==> config.mk <==
export PLATFORM = sky130hd
export DESIGN_NAME = waypoint_segment_timer_core
export DESIGN_NICKNAME = d
export VERILOG_FILES = /design/src/rtl/core/wst_pkg.sv /design/src/rtl/core/wst_divider.sv /design/src/rtl/core/waypoint_segment_timer_core.sv
export SDC_FILE = /design/constraint.sdc
export NUM_CORES = 1
export LEC_CHECK = 0
export ABC_AREA = 1
export BUFFER_PORTS_ARGS = -buffer_cell sky130_fd_sc_hd__buf_4
export CORE_UTILIZATION = 45
export DETAILED_ROUTE_END_ITERATION = 6
export PLACE_DENSITY = 0.64
export SLEW_MARGIN = 20
export SYNTH_ARGS = -nofsm -noshare
export SYNTH_HDL_FRONTEND = slang
export SYNTH_SLANG_ARGS = --single-unit
==> constraint.sdc <==
create_clock -name clk -period 8.25 [get_ports clk]
set_input_delay 0 -clock clk [delete_from_list [all_inputs] [get_ports clk]]
set_output_delay 0 -clock clk [all_outputs]
set_load 0.02 [all_outputs]
==> src/rtl/core/wst_pkg.sv <==
// Shared widths, reset values and codes for the waypoint segment timer.
// Used by wst_divider and waypoint_segment_timer_core; depends on nothing.
package wst_pkg;

  // Field formats
  localparam int POS_W      = 24;   // signed Q5.18 radians
  localparam int DELTA_W    = POS_W + 1;
  localparam int SPEED_W    = 16;   // unsigned Q4.12 rad/s
  localparam int SEG_W      = 32;   // unsigned Q16.16 s
  localparam int ELAPSED_W  = 48;   // unsigned Q32.16 s
  localparam int FRAC_SHIFT = 10;   // Q5.18 / Q4.12 -> Q16.16
  localparam int DIVIDEND_W = POS_W + FRAC_SHIFT;
  localparam int DIV_CNT_W  = $clog2(DIVIDEND_W);

  // Joint count
  localparam int MAX_JOINTS     = 7;
  localparam int NUM_JOINTS_DEF = 7;

  // Configuration port
  localparam int CFG_IDX_W  = 3;
  localparam int CFG_DATA_W = 32;
  localparam logic [CFG_IDX_W-1:0] REG_MIN_SEGMENT_TIME = CFG_IDX_W'(MAX_JOINTS);

  // Reset values
  localparam logic [SPEED_W-1:0] SPEED_RESET   = SPEED_W'(4096);
  localparam logic [SEG_W-1:0]   MIN_SEG_RESET = SEG_W'(655);

  // Saturation limits
  localparam logic [SEG_W-1:0]     SEG_MAX     = '1;
  localparam logic [ELAPSED_W-1:0] ELAPSED_MAX = '1;

  // Request operation codes
  typedef enum logic [0:0] {
    OP_START = 1'b0,
    OP_NEXT  = 1'b1
  } op_t;

  // Divider status towards the sequencer
  typedef struct packed {
    logic busy;
    logic done;
  } div_status_t;

endpackage

==> src/rtl/core/wst_divider.sv <==
// Restoring divider, one quotient bit per cycle, for joint durations.
// Depends on wst_pkg for operand widths and the status struct.
module wst_divider (
  input  logic                           clk,
  input  logic                           rst_n,
  input  logic                           start,
  input  logic [wst_pkg::DIVIDEND_W-1:0] dividend,
  input  logic [wst_pkg::SPEED_W-1:0]    divisor,
  output wst_pkg::div_status_t           status,
  output logic [wst_pkg::DIVIDEND_W-1:0] quotient
);
  import wst_pkg::*;

  localparam logic [DIV_CNT_W-1:0] LAST_STEP = DIV_CNT_W'(DIVIDEND_W - 1);

  logic [DIVIDEND_W-1:0] quo_r, quo_nxt;
  logic [SPEED_W-1:0]    rem_r, rem_nxt;
  logic [SPEED_W-1:0]    div_r;
  logic [DIV_CNT_W-1:0]  cnt_r, cnt_nxt;
  logic                  busy_r, busy_nxt;
  logic                  done_r, done_nxt;
  logic [SPEED_W:0]      trial;
  logic [SPEED_W:0]      trial_diff;
  logic                  fits;

  // One restoring step: shift in the next dividend bit, subtract if it fits.
  // A zero divisor always fits, so the quotient comes out all ones.
  assign trial      = {rem_r, quo_r[DIVIDEND_W-1]};
  assign trial_diff = trial - {1'b0, div_r};
  assign fits       = (trial >= {1'b0, div_r});

  always_comb begin
    quo_nxt  = quo_r;
    rem_nxt  = rem_r;
    cnt_nxt  = cnt_r;
    busy_nxt = busy_r;
    done_nxt = 1'b0;
    if (start) begin
      quo_nxt  = dividend;
      rem_nxt  = '0;
      cnt_nxt  = '0;
      busy_nxt = 1'b1;
    end else if (busy_r) begin
      quo_nxt = {quo_r[DIVIDEND_W-2:0], fits};
      rem_nxt = fits ? trial_diff[SPEED_W-1:0] : trial[SPEED_W-1:0];
      cnt_nxt = cnt_r + 1'b1;
      if (cnt_r == LAST_STEP) begin
        busy_nxt = 1'b0;
        done_nxt = 1'b1;
      end
    end
  end

  // Hold control under reset; operands need none
  always_ff @(posedge clk) begin
    if (!rst_n) begin
      busy_r <= 1'b0;
      done_r <= 1'b0;
      cnt_r  <= '0;
    end else begin
      busy_r <= busy_nxt;
      done_r <= done_nxt;
      cnt_r  <= cnt_nxt;
    end
  end

  always_ff @(posedge clk) begin
    quo_r <= quo_nxt;
    rem_r <= rem_nxt;
    if (start) begin
      div_r <= divisor;
    end
  end

  assign status.busy = busy_r;
  assign status.done = done_r;
  assign quotient    = quo_r;

endmodule

==> src/rtl/core/waypoint_segment_timer_core.sv <==
// Waypoint segment timer: top level with sequencer, state and config registers.
// Depends on wst_pkg and wst_divider.
//
// Usage: requests arrive on the in_ channel (valid/ready), one seven-joint
// waypoint each, with in_op selecting start or next. Each request gives one
// result on the out_ channel (valid/ready): the segment time and the elapsed
// time since the last start. Speed limits and the least segment time are
// written over the cfg_ channel, index 0..6 for joint speeds, 7 for the
// least segment time; cfg_ready is always high.
// A start request shows its zero result in the cycle after acceptance.
// A next request works joint by joint: a load state forms the change and
// starts the shared 34-step restoring divider, a divide state waits for it,
// and after the last joint a final state applies the lower bound and the
// saturating elapsed add. One request is worked on at a time.
// Reset clears the stored waypoint and elapsed time, sets every speed limit
// to 1.0 rad/s and the least segment time to 655 (about 10 ms).
// When the receiver stalls, the result is held in the output register and
// in_ready stays low until that result is taken.
module waypoint_segment_timer_core #(
  parameter int NUM_JOINTS = wst_pkg::NUM_JOINTS_DEF
) (
  input  logic                            clk,
  input  logic                            rst_n,
  // Configuration
  input  logic                            cfg_valid,
  output logic                            cfg_ready,
  input  logic [wst_pkg::CFG_IDX_W-1:0]   cfg_index,
  input  logic [wst_pkg::CFG_DATA_W-1:0]  cfg_data,
  // Waypoint requests
  input  logic                            in_valid,
  output logic                            in_ready,
  input  logic                            in_op,
  input  logic signed [wst_pkg::POS_W-1:0] in_joint0_position,
  input  logic signed [wst_pkg::POS_W-1:0] in_joint1_position,
  input  logic signed [wst_pkg::POS_W-1:0] in_joint2_position,
  input  logic signed [wst_pkg::POS_W-1:0] in_joint3_position,
  input  logic signed [wst_pkg::POS_W-1:0] in_joint4_position,
  input  logic signed [wst_pkg::POS_W-1:0] in_joint5_position,
  input  logic signed [wst_pkg::POS_W-1:0] in_joint6_position,
  // Results
  output logic                            out_valid,
  input  logic                            out_ready,
  output logic [wst_pkg::SEG_W-1:0]       out_segment_time,
  output logic [wst_pkg::ELAPSED_W-1:0]   out_elapsed_time
);
  import wst_pkg::*;

  localparam int JW = (NUM_JOINTS > 1) ? $clog2(NUM_JOINTS) : 1;
  localparam logic [JW-1:0] LAST_JOINT = JW'(NUM_JOINTS - 1);

  typedef enum logic [1:0] {
    ST_IDLE,
    ST_LOAD,
    ST_DIV,
    ST_FINAL
  } state_t;

  state_t                  state_r, state_nxt;
  logic [JW-1:0]           jidx_r, jidx_nxt;
  logic [SEG_W-1:0]        seg_r, seg_nxt;
  logic [ELAPSED_W-1:0]    elapsed_r, elapsed_nxt;
  logic                    out_valid_r, out_valid_nxt;
  logic [SEG_W-1:0]        out_seg_r, out_seg_nxt;
  logic [ELAPSED_W-1:0]    out_el_r, out_el_nxt;

  logic [SPEED_W-1:0]      speed_r [NUM_JOINTS];
  logic [SEG_W-1:0]        min_seg_r;
  logic signed [POS_W-1:0] prev_r [NUM_JOINTS];
  logic signed [POS_W-1:0] pos_r  [NUM_JOINTS];
  logic signed [POS_W-1:0] in_pos [MAX_JOINTS];

  logic                    in_fire;
  logic                    out_free;
  logic                    commit;
  logic signed [DELTA_W-1:0] delta;
  logic [DELTA_W-1:0]      mag;
  logic [DIVIDEND_W-1:0]   dividend;
  logic                    div_start;
  div_status_t             div_status;
  logic [DIVIDEND_W-1:0]   quotient;
  logic [SEG_W-1:0]        joint_time;
  logic [SEG_W-1:0]        seg_final;
  logic [ELAPSED_W:0]      elapsed_sum;

  assign in_pos[0] = in_joint0_position;
  assign in_pos[1] = in_joint1_position;
  assign in_pos[2] = in_joint2_position;
  assign in_pos[3] = in_joint3_position;
  assign in_pos[4] = in_joint4_position;
  assign in_pos[5] = in_joint5_position;
  assign in_pos[6] = in_joint6_position;

  // Handshakes: the output slot is free if empty or being drained
  assign out_free  = !out_valid_r || out_ready;
  assign in_ready  = (state_r == ST_IDLE) && out_free;
  assign in_fire   = in_valid && in_ready;
  assign cfg_ready = 1'b1;
  assign commit    = (state_r == ST_FINAL) && out_free;

  // Absolute change of the current joint, scaled to the Q16.16 quotient
  assign delta    = DELTA_W'(pos_r[jidx_r]) - DELTA_W'(prev_r[jidx_r]);
  assign mag      = delta[DELTA_W-1] ? DELTA_W'(-delta) : DELTA_W'(delta);
  assign dividend = {mag[POS_W-1:0], {FRAC_SHIFT{1'b0}}};
  assign div_start = (state_r == ST_LOAD);

  wst_divider u_divider (
    .clk      (clk),
    .rst_n    (rst_n),
    .start    (div_start),
    .dividend (dividend),
    .divisor  (speed_r[jidx_r]),
    .status   (div_status),
    .quotient (quotient)
  );

  // Saturate the joint duration to 32 bits
  assign joint_time = (|quotient[DIVIDEND_W-1:SEG_W]) ? SEG_MAX : quotient[SEG_W-1:0];

  // Apply the lower bound, then the saturating elapsed add
  assign seg_final   = (seg_r < min_seg_r) ? min_seg_r : seg_r;
  assign elapsed_sum = {1'b0, elapsed_r} + (ELAPSED_W + 1)'(seg_final);

  // Sequencer
  always_comb begin
    state_nxt     = state_r;
    jidx_nxt      = jidx_r;
    seg_nxt       = seg_r;
    elapsed_nxt   = elapsed_r;
    out_valid_nxt = out_valid_r && !out_ready;
    out_seg_nxt   = out_seg_r;
    out_el_nxt    = out_el_r;
    unique case (state_r)
      ST_IDLE: begin
        if (in_fire) begin
          if (in_op == OP_NEXT) begin
            jidx_nxt  = '0;
            seg_nxt   = '0;
            state_nxt = ST_LOAD;
          end else begin
            elapsed_nxt   = '0;
            out_seg_nxt   = '0;
            out_el_nxt    = '0;
            out_valid_nxt = 1'b1;
          end
        end
      end
      ST_LOAD: begin
        state_nxt = ST_DIV;
      end
      ST_DIV: begin
        if (div_status.done) begin
          if (joint_time > seg_r) begin
            seg_nxt = joint_time;
          end
          if (jidx_r == LAST_JOINT) begin
            state_nxt = ST_FINAL;
          end else begin
            jidx_nxt  = jidx_r + 1'b1;
            state_nxt = ST_LOAD;
          end
        end
      end
      ST_FINAL: begin
        if (out_free) begin
          elapsed_nxt   = elapsed_sum[ELAPSED_W] ? ELAPSED_MAX : elapsed_sum[ELAPSED_W-1:0];
          out_seg_nxt   = seg_final;
          out_el_nxt    = elapsed_sum[ELAPSED_W] ? ELAPSED_MAX : elapsed_sum[ELAPSED_W-1:0];
          out_valid_nxt = 1'b1;
          state_nxt     = ST_IDLE;
        end
      end
      default: begin
        state_nxt = ST_IDLE;
      end
    endcase
  end

  always_ff @(posedge clk) begin
    if (!rst_n) begin
      state_r     <= ST_IDLE;
      jidx_r      <= '0;
      seg_r       <= '0;
      elapsed_r   <= '0;
      out_valid_r <= 1'b0;
      out_seg_r   <= '0;
      out_el_r    <= '0;
    end else begin
      state_r     <= state_nxt;
      jidx_r      <= jidx_nxt;
      seg_r       <= seg_nxt;
      elapsed_r   <= elapsed_nxt;
      out_valid_r <= out_valid_nxt;
      out_seg_r   <= out_seg_nxt;
      out_el_r    <= out_el_nxt;
    end
  end

  // Waypoint storage: capture on request, advance previous on start or commit
  for (genvar j = 0; j < NUM_JOINTS; j++) begin : g_joint
    always_ff @(posedge clk) begin
      if (in_fire) begin
        pos_r[j] <= in_pos[j];
      end
    end

    always_ff @(posedge clk) begin
      if (!rst_n) begin
        prev_r[j] <= '0;
      end else if (in_fire && (in_op == OP_START)) begin
        prev_r[j] <= in_pos[j];
      end else if (commit) begin
        prev_r[j] <= pos_r[j];
      end
    end

    // Speed limit register; indexes of absent joints drop the write
    always_ff @(posedge clk) begin
      if (!rst_n) begin
        speed_r[j] <= SPEED_RESET;
      end else if (cfg_valid && cfg_ready && (cfg_index == CFG_IDX_W'(j))) begin
        speed_r[j] <= cfg_data[SPEED_W-1:0];
      end
    end
  end

  always_ff @(posedge clk) begin
    if (!rst_n) begin
      min_seg_r <= MIN_SEG_RESET;
    end else if (cfg_valid && cfg_ready && (cfg_index == REG_MIN_SEGMENT_TIME)) begin
      min_seg_r <= cfg_data[SEG_W-1:0];
    end
  end

  assign out_valid        = out_valid_r;
  assign out_segment_time = out_seg_r;
  assign out_elapsed_time = out_el_r;

  // The divider only finishes while the sequencer waits for it
  a_done_in_div: assert property (@(posedge clk) disable iff (!rst_n)
    div_status.done |-> (state_r == ST_DIV))
    else $error("divider finished outside the divide state");

  // A new division never starts on a busy divider
  a_start_idle_div: assert property (@(posedge clk) disable iff (!rst_n)
    (state_r == ST_LOAD) |-> !div_status.busy)
    else $error("divider started while busy");

  // Commit always lands a result and returns to idle
  a_commit_result: assert property (@(posedge clk) disable iff (!rst_n)
    commit |=> (out_valid_r && (state_r == ST_IDLE)))
    else $error("commit did not produce a result");

  // A result never drops below the least segment time on a next request
  a_seg_bound: assert property (@(posedge clk) disable iff (!rst_n)
    commit |=> (out_seg_r >= $past(min_seg_r)))
    else $error("segment time below the lower bound");

endmodule
Word-level counts from Yosys, hierarchy flattened

Memory sizes are Yosys's and may differ from the RTL's. A register that Yosys moved wholly into a read port is not among the register bits.
Index checks and enable logic that the tools add are counted.

Output and inout port bits: 83
Word-level logic and storage cells: 191
Register bits: 208
Memories kept: 3
Bits in writable memories: 448

Memories:

| memory  | depth | bits a word | rd ports | clocked after memory_dff | wr ports | RTL line                          | source |
|---|---|---|---|---|---|---|---|
| pos_r   | 7     | 24          | 8        | 1                        | 7        | waypoint_segment_timer_core.sv:69 | `logic signed [POS_W-1:0] pos_r [NUM_JOINTS];` |
| prev_r  | 7     | 24          | 1        | 1                        | 7        | waypoint_segment_timer_core.sv:68 | `logic signed [POS_W-1:0] prev_r [NUM_JOINTS];` |
| speed_r | 7     | 16          | 1        | 1                        | 7        | waypoint_segment_timer_core.sv:66 | `logic [SPEED_W-1:0] speed_r [NUM_JOINTS];` |

Equal/unequal tests: 19
Bitwise logic cells: 24
$lt $le $gt $ge: 3
Mux-type cells: 95
$add $sub $neg: 6
Reductions and logical operators: 28

Operators with widths:

| cell                                             | count |
|---|---|
| 24-bit 2-to-1 mux                                | 15 |
| 32-bit 2-to-1 mux                                | 9 |
| 48-bit 2-to-1 mux                                | 4 |
| 16-bit 2-to-1 mux                                | 8 |
| 32-bit one-hot mux with 2 select lines           | 2 |
| 48-bit one-hot mux with 2 select lines           | 1 |
| 34-bit 2-to-1 mux                                | 2 |
| 48-bit by 32-bit adder with 49-bit output        | 1 |
| 1-bit 2-to-1 mux                                 | 38 |
| 32-bit > comparator                              | 1 |
| 32-bit < comparator                              | 1 |
| 24-bit by 24-bit subtractor with 25-bit output   | 1 |
| 3-bit 2-to-1 mux                                 | 8 |
| 24-bit negation                                  | 1 |
| 1-bit bitwise OR                                 | 21 |
| 17-bit by 16-bit >= comparator with 1-bit output | 1 |
| 16-bit subtractor                                | 1 |
| 3-bit == test (second input constant)            | 5 |
| 1-bit logical AND                                | 13 |
| 2-bit inequality test (second input constant)    | 6 |
| 2-bit 2-to-1 mux                                 | 5 |
| 5-bit AND reduction                              | 2 |
| 2-bit one-hot mux with 4 select lines            | 1 |
| 4-bit AND reduction                              | 2 |
| 18 further kinds                                 | 26 |

Longest topological paths before layout

Word-level depth: 10
Depth in mapped cells: 28
Mapped depth without buffers: 28

Cells and area by module

A second synthesis with hierarchy kept.

Cells, all modules: 4452
Area, all modules: 37130.6 sq um

By module, submodules not included:

| module                      | area each (sq um) | sequential area each (sq um) | times used | cells an instance |
|---|---|---|---|---|
| waypoint_segment_timer_core | 32972.9           | 16515.8                      | 1          | 3909 |
| wst_divider                 | 4157.7            | 1981.9                       | 1          | 543 |

Least setup slack after synthesis

Ideal clock, no wire load.

Path type: flip-flop to flip-flop
From: register state_r[0]
To: memory prev_r[0][0] (enable)
Cell stages (with the launch flop): 13
Setup slack: 1.553 ns
Arrival time: 5.118 ns
Library setup time: 1.580 ns
Period minus slack after synthesis: 6.697 ns
Path through: dfxtp_1 -> inv_1 -> ha_1 -> inv_1 -> nor2_2 -> nand2_2 -> nor2_4 -> inv_2 -> o21ai_2 -> nor3_1 -> inv_1 -> buf_1 -> nand3_1

RTL lines:

| what                   | RTL line                           | source |
|---|---|---|
| from (decl)            | waypoint_segment_timer_core.sv:58  | `state_t state_r, state_nxt;` |
| from (signal assigned) | waypoint_segment_timer_core.sv:188 | `state_r <= state_nxt;` |
| to (decl)              | waypoint_segment_timer_core.sv:68  |  |

Worst setup path in the final report

From: register min_seg_r[7]
To: register out_el_r[44], in the netlist out_elapsed_time[44]

Cells in the longest elaborated chain, start to end: 6

Ends and longest elaborated chain:

| what                                        | RTL line                           | source |
|---|---|---|
| from (decl)                                 | waypoint_segment_timer_core.sv:67  | `logic [SEG_W-1:0] min_seg_r;` |
| from (signal assigned)                      | waypoint_segment_timer_core.sv:230 | `min_seg_r <= cfg_data[SEG_W-1:0];` |
| 32-bit < comparator                         | waypoint_segment_timer_core.sv:120 | `assign seg_final = (seg_r < min_seg_r) ? min_seg_r : seg_r;` |
| 32-bit 2-to-1 mux *                         | waypoint_segment_timer_core.sv:120 |  |
| 48-bit by 32-bit adder with 49-bit output * | waypoint_segment_timer_core.sv:121 | `assign elapsed_sum = {1'b0, elapsed_r} + (ELAPSED_W + 1)'(seg_final);` |
| 48-bit 2-to-1 mux *                         | waypoint_segment_timer_core.sv:167 | `out_el_nxt = elapsed_sum[ELAPSED_W] ? ELAPSED_MAX : elapsed_sum[ELAPSED_W-1:0];` |
| 48-bit 2-to-1 mux *                         | waypoint_segment_timer_core.sv:164 | `if (out_free) begin` |
| 48-bit one-hot mux with 2 select lines *    | waypoint_segment_timer_core.sv:132 | `unique case (state_r)` |
| to (signal assigned)                        | waypoint_segment_timer_core.sv:194 | `out_el_r <= out_el_nxt;` |
| to (decl)                                   | waypoint_segment_timer_core.sv:64  | `logic [ELAPSED_W-1:0] out_el_r, out_el_nxt;` |

Every way passes the cells marked *; elsewhere a longest branch is shown, timed or not. The select of a mux whose other input is x is not followed.
A chain may end at the register's enable or synchronous reset.

==> metrics.yaml <==
final_cell_count_no_fill: 5753
data_required_time_at_the_worst_endpoint_ns: 8.78
totalNegativeSetupSlack_ns: 0
grt_setup_unrepaired: "no"
synth.top_cells.by_area: "sky130_fd_sc_hd__edfxtp_1 (41%), sky130_fd_sc_hd__dfxtp_1 (10%), sky130_fd_sc_hd__nand2_1 (8.8%)"
final_cell_mix: "sky130_fd_sc_hd__nand2_1 (848), sky130_fd_sc_hd__edfxtp_1 (488), sky130_fd_sc_hd__o21ai_0 (429)"
seqPwrFrac: 0.304
post_drt_wl_per_cell_microns: 19.3
cp_num_buf_inv: 4
areaGrowthSynthToFinish_pct: 21.8
netlist_area_before_placement_sq_um: 36200
power_switching_uw: 6390
floorplan.core_area_sq_um: 79300
postSynthAreaPerCell_sq_um: 8.55
clockRootBuffer: "sky130_fd_sc_hd__clkbuf_16"
worst-slew-pin-transition_ns: 1.03
count_of_endpoints_failing_setup_in_the_final_report: 0
path_delay_family: "simple AND/OR/NAND/NOR gates"
port_buffers: 290
synth_seq_area_share: 0.509
asyncSetResetFlopFracSynth: 0
worst-path-max-fanout: 33
grt_pass1_vias: 30400
kind_of_critical_path: "reg -> reg"
cp_max_stage_cell: "sky130_fd_sc_hd__nand2_2"
area_of_combinational_cells_with_multiple_inputs_sq_um: 15400
timing.max_slew.rel_slack: 0.316
layout_net_count: 4995
post_synth_num_cell_types: 54
sw_share: 0.428
report.final.slew_viol_count: 0
num_io_pins: 292
filler_cell_count: 7112
number_of_antenna_violations_at_the_first_check_in_global_routing: 4
report.final.hold_viol_count: 0
achievable-frequency_ghz: 0.179
detail_route.iter0.violations: 2601
dominantRegCellSynth: "sky130_fd_sc_hd__edfxtp_1"
final_layout_size_suffix_gt1_frac: 0.107
power.ir.vdd_worst_v: 0.000220
min_period_over_period: 0.678
top_area_cell_type_share_of_the_netlist_area: 0.405
inserted_clock_buffers: 77
timing.critical_path.cells: "inv_1 > ha_1 > nand2_1 > nor2_1 > a211oi_1 > a21oi_1 > o21ai_2 > buf_4 > nand2_2 > nand2_1 > and2_1 > ha_1 > inv_1 > fa_1 > o21ai_2 > a21oi_2 > o21ai_2 > nand3_1 > nand2_2 > inv_2 > nand3_1 > nand2_1 > a21oi_1"
drt_drc_violations_left: 0
placedInstanceArea_sq_um: 39100
clock_insertion_delay_worst_skew_ns: 0.66
floorplan.die_area_sq_um: 81500
regArea_sq_um: 18400
part_of_the_power_in_the_clock_network: 0.245
gpl.final_weighted_congestion: 0.971
cts.path.max_buffers: 3
synthDominantAreaCellType: "sky130_fd_sc_hd__edfxtp_1"
ys_warns: 0
cellPowerDensity_nw_per_um2: 339
routed_via_density: 5.49
clock_tree_from_tritoncts: "done"
dp_hpwl_microns: 78000
max_cap_viol_count: 0
core.rowCount: 103
firstDrtPassIters: 6
dieHeight_microns: 286
p_leak_uw: 0.0179
mappedNetlistNets: 4585
startpoint_type: "register"
grt_pass1_wl_microns: 172000
grt_max_degree: 105
synthesis.instances: 4229
final_common_cell: "sky130_fd_sc_hd__nand2_1"
synth-edff-count: 488
final_design_area_no_fill_sq_um: 44100
critical_path_end_type: "register"
status: "finished, final reports clean"
crit_arrival_ns: 6.13
clock_tree.htree_level_count: 3
combinationalPowerShare: 0.452
finalWirelength_microns: 111000
place_inst: 5391
hold_path_class: "in -> reg"
power_report.internal_total_uw: 8550
layout_min_cycle_time_ns: 5.60
register_bit_total_from_synthesis: 675
grt-ovfl-total: 0
slowest_delay_ns: 0.47
die_width_microns: 286
drt.antenna.violating_nets: 0
numClockSinks: 675
vias: 31600
start_util: 0.456
worst_clock_skew_ns: 0.0511
clkSlewWorstSetupHoldPaths_ns: 0.06
cts-resized-gates: 0
grt.total_usage: 0.268
metal layers:
| layer | vias to the layer above | global-route usage | share of wire |
|---|---|---|---|
| li1 | 15400 | - | - |
| met1 | 14800 | 0.357 | 0.43 |
| met2 | 1156 | 0.449 | 0.47 |
| met3 | 203 | 0.0298 | 0.059 |
| met4 | 2 | 0.102 | 0.037 |
| met5 | - | 0 | 0.000090 |
synthesized netlist by cell type, drive strengths merged (2+ instances only):
| cell type | instances |
|---|---|
| a211oi | 3 |
| a21boi | 2 |
| a21o | 4 |
| a21oi | 377 |
| a22o | 116 |
| a311oi | 19 |
| a31oi | 4 |
| a32o | 2 |
| a32oi | 5 |
| and2 | 31 |
| buf | 66 |
| clkbuf | 147 |
| dfxtp | 187 |
| edfxtp | 488 |
| fa | 3 |
| ha | 144 |
| inv | 422 |
| mux2i | 5 |
| nand2 | 858 |
| nand3 | 225 |
| nand3b | 9 |
| nand4 | 64 |
| nor2 | 419 |
| nor3 | 31 |
| nor4 | 8 |
| o211ai | 7 |
| o21a | 3 |
| o21ai | 463 |
| o21bai | 7 |
| o221ai | 3 |
| o22ai | 55 |
| xnor2 | 12 |
| xor2 | 32 |
stage by stage:
stage	hold slack, ns	utilization	total power, uW	worst slack [ns]
floorplan	0.0989	-	9460	1.55
global placement	0.188	0.493	11100	2.39
detailed placement	0.189	0.493	11200	2.37
CTS	0.0362	0.556	15000	2.31
global route	0.0704	0.556	16100	2.30
finish	0.0712	0.556	14900	2.65
registers in the layout (all words and copies together) (netlist names), named ones only:
| signal | flops |
|---|---|
| state_r | 2 |
| u_divider.rem_r | 16 |
| out_valid | 1 |
| out_segment_time | 32 |
| jidx_r | 3 |
| pos_r | 168 |
| min_seg_r | 32 |
| out_elapsed_time | 48 |
| seg_r | 32 |
| u_divider.quotient | 34 |
| u_divider.cnt_r | 6 |
| u_divider.busy_r | 1 |
| prev_r | 168 |
| u_divider.done_r | 1 |
| u_divider.div_r | 16 |
| speed_r | 112 |
path summary, 6_finish.rpt:
path                                           from                           endpoint  slack [ns]  cells after the start
setup / recovery          min_seg_r[7]$_SDFFE_PN1P_  out_elapsed_time[44]$_SDFFE_PN0P_        2.65                     23
setup reg to reg          min_seg_r[7]$_SDFFE_PN1P_  out_elapsed_time[44]$_SDFFE_PN0P_        2.65                     23
hold / removal                in_joint3_position[3]              pos_r[3][3]$_DFFE_PP_        0.07                      2
hold reg to reg   out_segment_time[24]$_SDFFE_PN0P_  out_segment_time[24]$_SDFFE_PN0P_        0.46                      2
kinds of logic (layout without fill, tap and decap cells):
family                   count (synthesis)  in the layout  share of synthesized area
AND/OR/NAND/NOR                       1648           1648                      0.190
XOR/XNOR                                44             44                     0.0107
multiplexers                             5              5                    0.00138
AO/OA/AOI/OAI                         1073           1073                      0.169
other                                    1              3                   0.000104
adder cells (fa/ha/maj)                147            147                     0.0515
flip-flops                             675            675                      0.509
buffers and inverters                  636           1108                     0.0689
repair_timing:
item	CTS	global route
setup buffers	0	0
endpoints found under the hold margin	490	0
hold buffers	219	0
power groups by stage:
| stage | registers [uW] | logic, uW | clock network (uW) |
|---|---|---|---|
| 4_1_cts | 4530 | 6710 | 3710 |
| 2_1_floorplan | 4560 | 4910 | 0 |
| 3_5_place_dp | 4600 | 6600 | 0 |
| 6_report | 4540 | 6740 | 3660 |
| 3_3_place_gp | 4580 | 6520 | 0 |
| 5_1_grt | 4580 | 7630 | 3830 |
final cells by class:
type / instances / area share
Antenna cell: 2 / 0.000114
Clock buffer: 96 / 0.0477
Clock inverter: 45 / 0.0146
Inverter: 423 / 0.0362
Multi-Input combinational cell: 2918 / 0.349
Sequential cell: 675 / 0.418
Tap cell: 1050 / 0.0298
Timing Repair Buffer: 544 / 0.105
No activity file was read; power rests on OpenSTA's default activity.
